$ cat src/rtl/gww_pkg.sv
// Shared types and constants for the greedy word wrap block.
`default_nettype none

package gww_pkg;

   // Text codes the wrapper reacts to
   localparam logic [7:0] CHAR_NL  = 8'h0A;
   localparam logic [7:0] CHAR_SP  = 8'h20;
   localparam logic [7:0] CHAR_TAB = 8'h09;

   // Field widths
   localparam int BYTE_W = 8;
   localparam int CSR_W  = 6;

   // Line width after reset
   localparam logic [CSR_W-1:0] LINE_WIDTH_RESET = 6'd32;

   // Controller states
   typedef enum logic [1:0] {
      ST_IDLE,
      ST_PICK,
      ST_SEND
   } ctl_state_type;

   // Commands from controller to datapath
   typedef struct packed {
      logic accept;
      logic fetch;
      logic newline;
   } dp_cmd_type;

   // Status from datapath to controller
   typedef struct packed {
      logic has_a;
      logic has_brk;
      logic has_b;
   } dp_status_type;

endpackage

`default_nettype wire

$ cat src/rtl/greedy_word_wrap.sv
// Top level of the greedy word wrapper: controller plus datapath.
`default_nettype none

// Greedy word wrapper. Text enters one byte per request and leaves wrapped
// to the width in the line_width register (zero acts as one, values above
// MAX_WIDTH act as MAX_WIDTH); a too-long line breaks at its latest space or
// tab, which is replaced by a newline, or is forced to break before the
// newest byte. One request is in work at a time: a new request is taken
// only once every result byte of the last one has left. Results leave at
// one byte per cycle while rsp_stall is low, set by the single read port of
// the line buffer memory, which holds up to MAX_WIDTH + 1 pending bytes.
// Write line_width only while idle.
module greedy_word_wrap #(
   parameter int MAX_WIDTH = 32
) (
   input  wire                           clock,
   input  wire                           reset,
   input  wire                           csr_valid,
   output logic                          csr_ready,
   input  wire  [gww_pkg::CSR_W-1:0]     csr_line_width,
   input  wire                           req_valid,
   output logic                          req_stall,
   input  wire  [gww_pkg::BYTE_W-1:0]    req_in_byte,
   input  wire                           req_in_end,
   output logic                          rsp_valid,
   input  wire                           rsp_stall,
   output logic [gww_pkg::BYTE_W-1:0]    rsp_out_byte,
   output logic                          rsp_run_last,
   output logic                          rsp_text_end
);
   import gww_pkg::*;

   dp_cmd_type    cmd;
   dp_status_type status;

   // Register writes are always taken
   assign csr_ready = 1'b1;

   gww_ctl u_ctl (
      .clock     (clock),
      .reset     (reset),
      .req_valid (req_valid),
      .req_stall (req_stall),
      .rsp_valid (rsp_valid),
      .rsp_stall (rsp_stall),
      .status    (status),
      .cmd       (cmd)
   );

   gww_dp #(
      .MAX_WIDTH (MAX_WIDTH)
   ) u_dp (
      .clock          (clock),
      .reset          (reset),
      .csr_valid      (csr_valid),
      .csr_line_width (csr_line_width),
      .req_in_byte    (req_in_byte),
      .req_in_end     (req_in_end),
      .cmd            (cmd),
      .status         (status),
      .rsp_out_byte   (rsp_out_byte),
      .rsp_run_last   (rsp_run_last),
      .rsp_text_end   (rsp_text_end)
   );

endmodule

`default_nettype wire

$ cat src/rtl/gww_ctl.sv
// Controller state machine: sequences request intake and byte emission.
`default_nettype none

module gww_ctl (
   input  wire                    clock,
   input  wire                    reset,
   input  wire                    req_valid,
   output logic                   req_stall,
   output logic                   rsp_valid,
   input  wire                    rsp_stall,
   input  gww_pkg::dp_status_type status,
   output gww_pkg::dp_cmd_type    cmd
);
   import gww_pkg::*;

   ctl_state_type state_ff;
   ctl_state_type state_in;

   // State register
   always_ff @(posedge clock) begin
      if (reset) begin
         state_ff <= ST_IDLE;
      end else begin
         state_ff <= state_in;
      end
   end

   // Next state and commands
   always_comb begin
      logic advance;
      advance   = 1'b0;
      state_in  = state_ff;
      cmd       = '0;
      req_stall = 1'b1;
      rsp_valid = 1'b0;
      case (state_ff)
         ST_IDLE: begin
            req_stall = 1'b0;
            if (req_valid) begin
               cmd.accept = 1'b1;
               state_in   = ST_PICK;
            end
         end
         ST_PICK: begin
            advance = 1'b1;
         end
         ST_SEND: begin
            rsp_valid = 1'b1;
            advance   = !rsp_stall;
         end
         default: begin
            state_in = ST_IDLE;
         end
      endcase

      // Load the next result: head bytes, then break newline, then tail bytes
      if (advance) begin
         if (status.has_a) begin
            cmd.fetch = 1'b1;
            state_in  = ST_SEND;
         end else if (status.has_brk) begin
            cmd.newline = 1'b1;
            state_in    = ST_SEND;
         end else if (status.has_b) begin
            cmd.fetch = 1'b1;
            state_in  = ST_SEND;
         end else begin
            state_in = ST_IDLE;
         end
      end
   end

endmodule

`default_nettype wire

$ cat src/rtl/gww_dp.sv
// Datapath: line buffer ring, line state, emission plan and result register.
`default_nettype none

module gww_dp #(
   parameter int MAX_WIDTH = 32
) (
   input  wire                                 clock,
   input  wire                                 reset,
   input  wire                                 csr_valid,
   input  wire  [gww_pkg::CSR_W-1:0]           csr_line_width,
   input  wire  [gww_pkg::BYTE_W-1:0]          req_in_byte,
   input  wire                                 req_in_end,
   input  gww_pkg::dp_cmd_type                 cmd,
   output gww_pkg::dp_status_type              status,
   output logic [gww_pkg::BYTE_W-1:0]          rsp_out_byte,
   output logic                                rsp_run_last,
   output logic                                rsp_text_end
);
   import gww_pkg::*;

   localparam int DEPTH = MAX_WIDTH + 1;
   localparam int PW    = $clog2(DEPTH);
   localparam int CW    = $clog2(DEPTH + 1);
   localparam int RING  = 1 << PW;

   // Line buffer ring
   logic [BYTE_W-1:0] mem [RING];
   logic [BYTE_W-1:0] mem_q_ff;

   // Line state
   logic [CSR_W-1:0]   line_width_ff;
   logic [PW-1:0]      head_ff, head_in;
   logic [CW-1:0]      count_ff, count_in;
   logic [PW-1:0]      space_off_ff, space_off_in;
   logic               space_seen_ff, space_seen_in;

   // Emission plan
   logic [CW-1:0]      a_left_ff, a_left_in;
   logic [CW-1:0]      b_left_ff, b_left_in;
   logic               brk_ff, brk_in;
   logic               skip_ff, skip_in;
   logic               last_ff, last_in;

   // Result register
   logic               nl_sel_ff, nl_sel_in;
   logic               fin_ff, fin_in;

   // Plan terms
   logic               is_nl, is_sp;
   logic [CW-1:0]      weff;
   logic [PW-1:0]      cnt_c;
   logic [CW-1:0]      pcnt;
   logic [PW-1:0]      off_n;
   logic               seen_n;
   logic               over;
   logic               use_sp;
   logic [CW-1:0]      brk_len;
   logic [CW-1:0]      rem;
   logic [PW-1:0]      wr_addr;

   // Effective width: zero acts as one, saturate at MAX_WIDTH
   always_comb begin
      if (line_width_ff == '0) begin
         weff = CW'(1);
      end else if (int'(line_width_ff) > MAX_WIDTH) begin
         weff = CW'(MAX_WIDTH);
      end else begin
         weff = CW'(line_width_ff);
      end
   end

   // Plan the results of the incoming request
   always_comb begin
      is_nl  = (req_in_byte == CHAR_NL);
      is_sp  = (req_in_byte == CHAR_SP) || (req_in_byte == CHAR_TAB);
      cnt_c  = (int'(count_ff) >= DEPTH) ? PW'(DEPTH - 1) : PW'(count_ff);
      pcnt   = CW'(cnt_c) + CW'(1);
      seen_n = is_sp || space_seen_ff;
      off_n  = is_sp ? cnt_c : space_off_ff;
      over   = (pcnt > weff);
      use_sp = seen_n && (off_n != '0);
      brk_len = use_sp ? CW'(off_n) : (pcnt - CW'(1));
      if (over) begin
         rem = pcnt - brk_len - CW'(use_sp);
      end else begin
         rem = pcnt;
      end
      wr_addr = head_ff + cnt_c;
   end

   // Next state of line, plan and result registers
   always_comb begin
      head_in       = head_ff;
      count_in      = count_ff;
      space_off_in  = space_off_ff;
      space_seen_in = space_seen_ff;
      a_left_in     = a_left_ff;
      b_left_in     = b_left_ff;
      brk_in        = brk_ff;
      skip_in       = skip_ff;
      last_in       = last_ff;
      nl_sel_in     = nl_sel_ff;
      fin_in        = fin_ff;

      if (cmd.accept) begin
         last_in = req_in_end;
         if (is_nl) begin
            // flush the line, then the newline
            a_left_in     = count_ff;
            brk_in        = 1'b1;
            skip_in       = 1'b0;
            b_left_in     = '0;
            count_in      = '0;
            space_seen_in = 1'b0;
            space_off_in  = '0;
         end else begin
            if (over) begin
               a_left_in     = brk_len;
               brk_in        = 1'b1;
               skip_in       = use_sp;
               space_seen_in = 1'b0;
               space_off_in  = '0;
            end else begin
               a_left_in     = '0;
               brk_in        = 1'b0;
               skip_in       = 1'b0;
               space_seen_in = seen_n;
               space_off_in  = off_n;
            end
            if (req_in_end) begin
               b_left_in     = rem;
               count_in      = '0;
               space_seen_in = 1'b0;
               space_off_in  = '0;
            end else begin
               b_left_in = '0;
               count_in  = rem;
            end
         end
      end else if (cmd.fetch) begin
         // pop one buffered byte from the head
         head_in   = head_ff + PW'(1);
         nl_sel_in = 1'b0;
         if (a_left_ff != '0) begin
            a_left_in = a_left_ff - CW'(1);
            fin_in    = (a_left_ff == CW'(1)) && !brk_ff && (b_left_ff == '0);
         end else begin
            b_left_in = b_left_ff - CW'(1);
            fin_in    = (b_left_ff == CW'(1));
         end
      end else if (cmd.newline) begin
         // emit the break and drop the space it replaces
         head_in   = head_ff + PW'(skip_ff);
         brk_in    = 1'b0;
         nl_sel_in = 1'b1;
         fin_in    = (b_left_ff == '0);
      end
   end

   // Control registers
   always_ff @(posedge clock) begin
      if (reset) begin
         line_width_ff <= LINE_WIDTH_RESET;
         head_ff       <= '0;
         count_ff      <= '0;
         space_off_ff  <= '0;
         space_seen_ff <= 1'b0;
         a_left_ff     <= '0;
         b_left_ff     <= '0;
         brk_ff        <= 1'b0;
         skip_ff       <= 1'b0;
         last_ff       <= 1'b0;
         nl_sel_ff     <= 1'b0;
         fin_ff        <= 1'b0;
      end else begin
         if (csr_valid) begin
            line_width_ff <= csr_line_width;
         end
         head_ff       <= head_in;
         count_ff      <= count_in;
         space_off_ff  <= space_off_in;
         space_seen_ff <= space_seen_in;
         a_left_ff     <= a_left_in;
         b_left_ff     <= b_left_in;
         brk_ff        <= brk_in;
         skip_ff       <= skip_in;
         last_ff       <= last_in;
         nl_sel_ff     <= nl_sel_in;
         fin_ff        <= fin_in;
      end
   end

   // Line buffer write and registered read
   always_ff @(posedge clock) begin
      if (cmd.accept && !is_nl) begin
         mem[wr_addr] <= req_in_byte;
      end
      if (cmd.fetch) begin
         mem_q_ff <= mem[head_ff];
      end
   end

   // Status and result fields
   assign status.has_a   = (a_left_ff != '0);
   assign status.has_brk = brk_ff;
   assign status.has_b   = (b_left_ff != '0);

   assign rsp_out_byte = nl_sel_ff ? CHAR_NL : mem_q_ff;
   assign rsp_run_last = fin_ff;
   assign rsp_text_end = fin_ff && last_ff;

endmodule

`default_nettype wire

$ cat config.mk
export PLATFORM = sky130hd
export DESIGN_NAME = greedy_word_wrap
export DESIGN_NICKNAME = d
export VERILOG_FILES = /design/src/rtl/gww_pkg.sv /design/src/rtl/greedy_word_wrap.sv /design/src/rtl/gww_ctl.sv /design/src/rtl/gww_dp.sv
export SDC_FILE = /design/constraint.sdc
export NUM_CORES = 1
export LEC_CHECK = 0
export CAP_MARGIN = 5
export CORE_ASPECT_RATIO = 0.9
export CORE_MARGIN = 4
export CORE_UTILIZATION = 63
export DETAILED_ROUTE_END_ITERATION = 8
export DONT_BUFFER_PORTS = 1
export GPL_TIMING_DRIVEN = 0
export PLACE_DENSITY_LB_ADDON = 0.15
export SYNTH_ARGS = -nofsm -noshare
export SYNTH_HDL_FRONTEND = slang
export SYNTH_HIERARCHICAL = 1
export SYNTH_SLANG_ARGS = --single-unit
$ cat constraint.sdc
create_clock -name clock -period 5.7 [get_ports clock]
set_input_delay 1.425 -clock clock [delete_from_list [all_inputs] [get_ports clock]]
set_output_delay 1.425 -clock clock [all_outputs]
set_load 0.01 [all_outputs]
After elaboration in Yosys (flattened, before gate mapping) --
Memories as Yosys holds them, arrays and structs flattened. A register that Yosys moved wholly into a read port is not among the register bits. Cells that the tools add are included.
Storage, ports and cells: bits of input ports 20, RAM bits 512, register bits 44, memories 1
Operators by class: $lt $le $gt $ge 3, muxes and demuxes 58, add/subtract/negate cells 9, equal/unequal tests 11, bitwise logic cells 1, reductions and logical operators 26
Memories:
- u_dp.mem | words 64, width 8, rd ports 1, clocked after Yosys merged registers in 1, wr ports 1, RTL line gww_dp.sv:27 | logic [BYTE_W-1:0] mem [RING];
Operators by type and width (number):
- $mux W6 | 23
- $mux W1 | 26
- $reduce_bool A6 Y1 | 3
- $sub A6 B1 Y6 const B | 3
- $eq A8 B4 Y1 const B | 2
- $add A6 B1 Y6 const B | 2
- $eq A6 B1 Y1 const B | 2
- $logic_not A6 Y1 | 2
- $mux W2 | 6
- $reduce_and A2 Y1 | 5
- $eq A8 B6 Y1 const B | 1
- $mux W8 | 1
- $reduce_bool A2 Y1 | 4
- $add A6 B1 Y6 | 1
- $add A6 B6 Y6 | 1
- $ge A6 B6 Y1 const B | 1
- $gt A6 B6 Y1 | 1
- $gt A6 B6 Y1 const B | 1
- $ne A2 B1 Y1 const B | 3
- $sub A6 B1 Y6 | 1
- $sub A6 B6 Y6 | 1
- $logic_and A1 B1 Y1 | 5
- $pmux W2 S2 | 1
- $logic_not A1 Y1 | 3
- other kinds (8) | 9

Longest topological paths before layout --
word-level depth 12, mapped depth 19, mapped depth without buffers 18

By module --
Netlist, hierarchy kept.
Modules (own cells, without submodules):
- gww_dp | cells an instance 1211, area an instance 23182.2 sq um, times used 1
- gww_ctl | cells an instance 24, area an instance 203.9 sq um, times used 1
- greedy_word_wrap | cells an instance 2, area an instance 11.3 sq um, times used 1

Worst setup path before layout --
Ideal clock, no wire load.
path type input to register, start point input req_in_byte[2] (netlist bit), end point register u_dp.b_left_ff[5], library setup time 0.096 ns, required time 5.604 ns, path slack 0.800 ns, data arrival time 4.804 ns, stages on the path 16, cells stage by stage nor4_1 > o211a_1 > buf_2 > mux2i_1 > clkbuf_1 > nand2_1 > o21a_1 > ha_1 > inv_1 > ha_1 > and3b_1 > a2111oi_0 > o211ai_1 > xnor2_1 > a221o_1 > o41ai_2
On the way: word-level cells in the longest chain between the ends 12, elaborated cells on any way between the ends 15, classes of those cells 2 x add/sub; 3 x eq/ne; 6 x mux; 4 x reduce/logical
RTL lines:
- from (decl) | RTL line greedy_word_wrap.sv:23 | input wire [gww_pkg::BYTE_W-1:0] req_in_byte,
- $eq A8 B6 Y1 or $eq A8 B4 Y1 (tied branches) | RTL line gww_dp.sv:75 | is_sp = (req_in_byte == CHAR_SP) || (req_in_byte == CHAR_TAB);
- $logic_or A1 B1 Y1 | RTL line gww_dp.sv:75
- $mux W6 | RTL line gww_dp.sv:79 | off_n = is_sp ? cnt_c : space_off_ff;
- $reduce_bool A6 Y1 | RTL line gww_dp.sv:81 | use_sp = seen_n && (off_n != '0);
- $logic_and A1 B1 Y1 | RTL line gww_dp.sv:81
- $mux W6 | RTL line gww_dp.sv:82 | brk_len = use_sp ? CW'(off_n) : (pcnt - CW'(1));
- $sub A6 B6 Y6 | RTL line gww_dp.sv:84 | rem = pcnt - brk_len - CW'(use_sp);
- $sub A6 B1 Y6 | RTL line gww_dp.sv:84
- $mux W6 | RTL line gww_dp.sv:83 | if (over) begin
- $mux W6 | RTL line gww_dp.sv:130 | if (req_in_end) begin
- $mux W6 * | RTL line gww_dp.sv:107 | if (is_nl) begin
- $mux W6 * | RTL line gww_dp.sv:105 | if (cmd.accept) begin
- to (signal assigned) | RTL line gww_dp.sv:184 | b_left_ff <= b_left_in;
- to (decl) | RTL line gww_dp.sv:39 | logic [CW-1:0] b_left_ff, b_left_in;
Every way passes the cells marked *; elsewhere a longest branch is shown, timed or not. A chain may end at the register's enable or synchronous reset.

Final worst setup path --
Ends and elaborated chain as after synthesis.

==> results.py <==
metrics = {
    "synthesis": {
        "avgSynthCellArea_um2": 18.9,
        "ys.flop_type": "edfxtp_1",
        "netlist-cell-type-count": 63,
        "syn_nets": 1289,
        "ys_seq_elements": 564,
        "syn-cell-area_um2": 23400,
        "async_flop_share_pct": 0,
        "synth_edf_count": 520,
        "ys_warn_count": 6,
        "syn_inst": 1237,
        "synth-seq-area-share_pct": 70.5,
    },
    "global_routing": {
        "use_met1_pct": 40.1,
        "grt_pass1_wl_um": 79800,
        "grt_pass1_vias": 12291,
        "busiest_layer": "met2",
        "grt.met2_usage_pct": 42.2,
        "grt_overflow": 0,
        "grt_use_total_pct": 27.1,
        "met3_usage_pct": 6.65,
        "antenna_found_initial": 2,
        "grt_start_max_net_pins": 69,
    },
    "timing": {
        "setup-tns-final_ns": 0,
        "fin_worst_skew_ns": 0.0279,
        "hold_violations": 0,
        "tightest_slew_ns": 1.37,
        "fin_crit_ns": 5.00,
        "max_freq_mhz": 200,
        "setup_violations": 0,
        "period_share_pct": 87.7,
        "finalMaxSlewViolations": 0,
        "slew-limit-headroom_pct": 8.21,
        "layout_setup_ws_ns": 0.703,
        "rsz0062_at_grt": "no",
        "final.hold.worst_slack_ns": 0.496,
    },
    "power_and_ir_drop": {
        "swShare_pct": 22.0,
        "switchingPower_mw": 1.90,
        "power_frac_comb_pct": 7.5,
        "powerDensity_nw_per_um2": 334,
        "irDropWorstVdd_v": 0.000228,
        "p_int_mw": 6.74,
        "power_frac_clock_pct": 38.9,
        "p_seq_share_pct": 53.6,
        "leakagePower_nw": 8.14,
        "power_mw": 8.64,
    },
    "placement": {
        "portBuffers": 0,
        "gp_congestion": 0.877,
        "dpl.cell_count": 1719,
        "post-place-ws_ns": 0.297,
        "hpwl_um": 34100,
        "post_dp_cell_area_um2": 24000,
    },
    "die": {
        "initial_core_util_pct": 64.2,
        "rows": 66,
        "fp.dieW_um": 211,
        "pin_count": 33,
        "die_h_um": 191,
        "core_um2": 36400,
        "dieArea_um2": 40300,
    },
    "cells_and_area": {
        "multi_input_area_um2": 6510,
        "regArea_um2": 16500,
        "fillerInstances": 2190,
        "finalCoreUtilization_pct": 71.1,
        "layout-drive-gt1-share_pct": 22.6,
        "area_growth_pct": 10.6,
        "fin_nets": 1375,
        "antenna_cells": 0,
        "mostFrequentLayoutCells": "edfxtp_1 (520), mux4_2 (168), nor3_1 (68)",
        "mostFrequentLayoutCell": "edfxtp_1",
        "instances_no_fill": 1841,
        "fin_area_um2": 25900,
    },
    "detailed_routing": {
        "drc": 0,
        "wl_per_cell_um": 28.9,
        "vias": 12485,
        "first_pass_iters": 5,
        "first_iter_violations": 1710,
        "drt-vias-per-instance": 6.78,
        "ant_nets": 0,
        "routed_wl_um": 53100,
    },
    "worst_setup_path": {
        "crit_arrival_ns": 5.47,
        "crit_path_end": "u_dp/b_left_ff[5]$_SDFFE_PP0P_",
        "crit_path_start_kind": "input pin",
        "reg2reg_from": "u_dp/count_ff[5]$_SDFFE_PP0P_",
        "cp-end-kind": "flop",
        "r2r_end": "u_dp/b_left_ff[5]$_SDFFE_PP0P_",
        "r2r_cells": 18,
        "worst_path_max_delay_cell": "nor4_1",
        "critical_path.max_fanout": 65,
        "critical_path_class": "in2reg",
        "cp_cell_sequence": "nor4_1 > o211a_1 > buf_2 > mux2i_1 > clkbuf_1 > nand2_1 > o21a_1 > ha_1 > inv_1 > ha_1 > and3b_1 > a2111oi_0 > o211ai_1 > xnor2_1 > a221o_1 > o41ai_2",
        "required_ns": 6.18,
        "path_common_cell": "ha_1",
        "slowest_delay_ns": 0.48,
        "reg2reg_slack_ns": 0.84,
        "crit_start": "req_in_byte[2]",
    },
    "clock_tree": {
        "post_cts_buffers": 0,
        "h-tree-depth": 2,
        "clk_latency_ns": 0.60,
        "cts_root_buf": "clkbuf_16",
        "postCtsHoldBufs": 0,
        "cts_tree": "done",
        "cts.sinks": 564,
        "cts_buffers": 53,
        "cts_buffer_depth": 3,
        "cts_resized": 0,
        "clkTransAtPathRegs_ns": 0.06,
    },
    "run": {
        "cap_violations": 0,
    },
    "outcome": {
        "outcome": "finished, final reports clean",
    },
    "min_path": {
        "hp-class": "reg2reg",
    },
}
==> synthesized netlist by cell type, drive strengths merged, types with 2 or more instances <==
| cell type | n | area, um^2 |
|---|---|---|
| mux4 | 168 | 3780 |
| a21o | 4 | 30.0 |
| fa | 2 | 40.0 |
| nand2 | 43 | 161 |
| inv | 28 | 105 |
| and3b | 2 | 17.5 |
| nand2b | 6 | 37.5 |
| dfxtp | 44 | 881 |
| or2 | 5 | 31.3 |
| a221oi | 9 | 78.8 |
| o21a | 3 | 22.5 |
| a2111oi | 2 | 18.8 |
| a32oi | 2 | 17.5 |
| and3 | 7 | 43.8 |
| nor4 | 8 | 50.1 |
| o21ai | 16 | 80.1 |
| o31ai | 3 | 22.5 |
| a22o | 7 | 61.3 |
| nand4 | 3 | 18.8 |
| nor2 | 35 | 131 |
| nor3 | 73 | 365 |
| xor2 | 12 | 105 |
| o211ai | 4 | 30.0 |
| nand3b | 4 | 30.0 |
| buf | 30 | 150 |
| clkbuf | 41 | 155 |
| nor2b | 12 | 75.1 |
| xnor2 | 18 | 158 |
| edfxtp | 520 | 15600 |
| mux2i | 14 | 140 |
| a221o | 2 | 20.0 |
| nor3b | 2 | 15.0 |
| or3 | 6 | 37.5 |
| ha | 30 | 375 |
| mux2 | 6 | 67.6 |
| and4 | 2 | 17.5 |
| a21oi | 25 | 125 |
| nand3 | 13 | 65.1 |
| and2 | 4 | 26.3 |
| a211oi | 6 | 45.0 |
==> state kept, by name (all words and copies together) (netlist names), 2 cells and up <==
name,cells
u_dp/mem_q_ff,8
u_dp/space_off_ff,6
u_dp/count_ff,6
u_dp/mem,512
u_dp/b_left_ff,6
u_dp/head_ff,6
u_dp/line_width_ff,6
u_ctl/state_ff,2
u_dp/a_left_ff,6
==> worst min-delay path by stage <==
stage,from,cells past startpoint,slack (ns),to
finish,u_dp/last_ff$_SDFFE_PP0P_,2,0.50,u_dp/last_ff$_SDFFE_PP0P_
CTS,u_dp/space_seen_ff$_SDFFE_PP0P_,2,0.50,u_dp/space_seen_ff$_SDFFE_PP0P_
global placement,u_dp/skip_ff$_SDFFE_PP0P_,2,0.46,u_dp/skip_ff$_SDFFE_PP0P_
detailed placement,u_dp/skip_ff$_SDFFE_PP0P_,2,0.48,u_dp/skip_ff$_SDFFE_PP0P_
global route,u_dp/skip_ff$_SDFFE_PP0P_,2,0.52,u_dp/skip_ff$_SDFFE_PP0P_
floorplan,u_dp/skip_ff$_SDFFE_PP0P_,2,0.44,u_dp/skip_ff$_SDFFE_PP0P_
==> per-layer routing <==
layer | up-vias | wire length (um)
met5 | - | 13
met4 | 2 | 1260
met3 | 94 | 5100
met2 | 652 | 25300
met1 | 6487 | 21500
li1 | 5250 | -
==> power groups by stage <==
| stage | Clock, mW | Combinational [mW] | Sequential, mW |
|---|---|---|---|
| after floorplan | 0 | 0.462 | 4.70 |
| after global placement | 0 | 0.607 | 4.71 |
| after detailed placement | 0 | 0.621 | 4.72 |
| after CTS | 3.42 | 0.627 | 4.63 |
| after global routing | 3.62 | 0.697 | 4.63 |
| final | 3.36 | 0.644 | 4.63 |
==> critical path, delay by kind of cell <==
family	cells	cell delay [ns]
buffers and inverters	3	0.60
multiplexers	1	0.25
AO/OA/AOI/OAI	6	1.56
adder cells (fa/ha/maj)	2	0.60
AND/OR/NAND/NOR	3	0.80
XOR/XNOR	1	0.19
==> cell type report <==
type | instances | area share [%]
timing repair buffer | 31 | 0.822
inverter | 29 | 0.421
tap | 476 | 2.30
multi-input combinational | 573 | 25.2
clock buffer | 62 | 5.34
sequential | 564 | 63.7
buffer | 71 | 1.18
clock inverter | 35 | 1.03
==> cells by family after synthesis <==
group,count (synthesis),synth area share [%]
AO/OA/AOI/OAI,93,2.80
XOR/XNOR,30,1.12
adder cells (fa/ha/maj),32,1.78
buffers and inverters,100,1.77
flip-flops,564,70.5
multiplexers,188,17.1
other,1,0.0160
AND/OR/NAND/NOR,229,4.95
(Power assumes the default switching activity.)
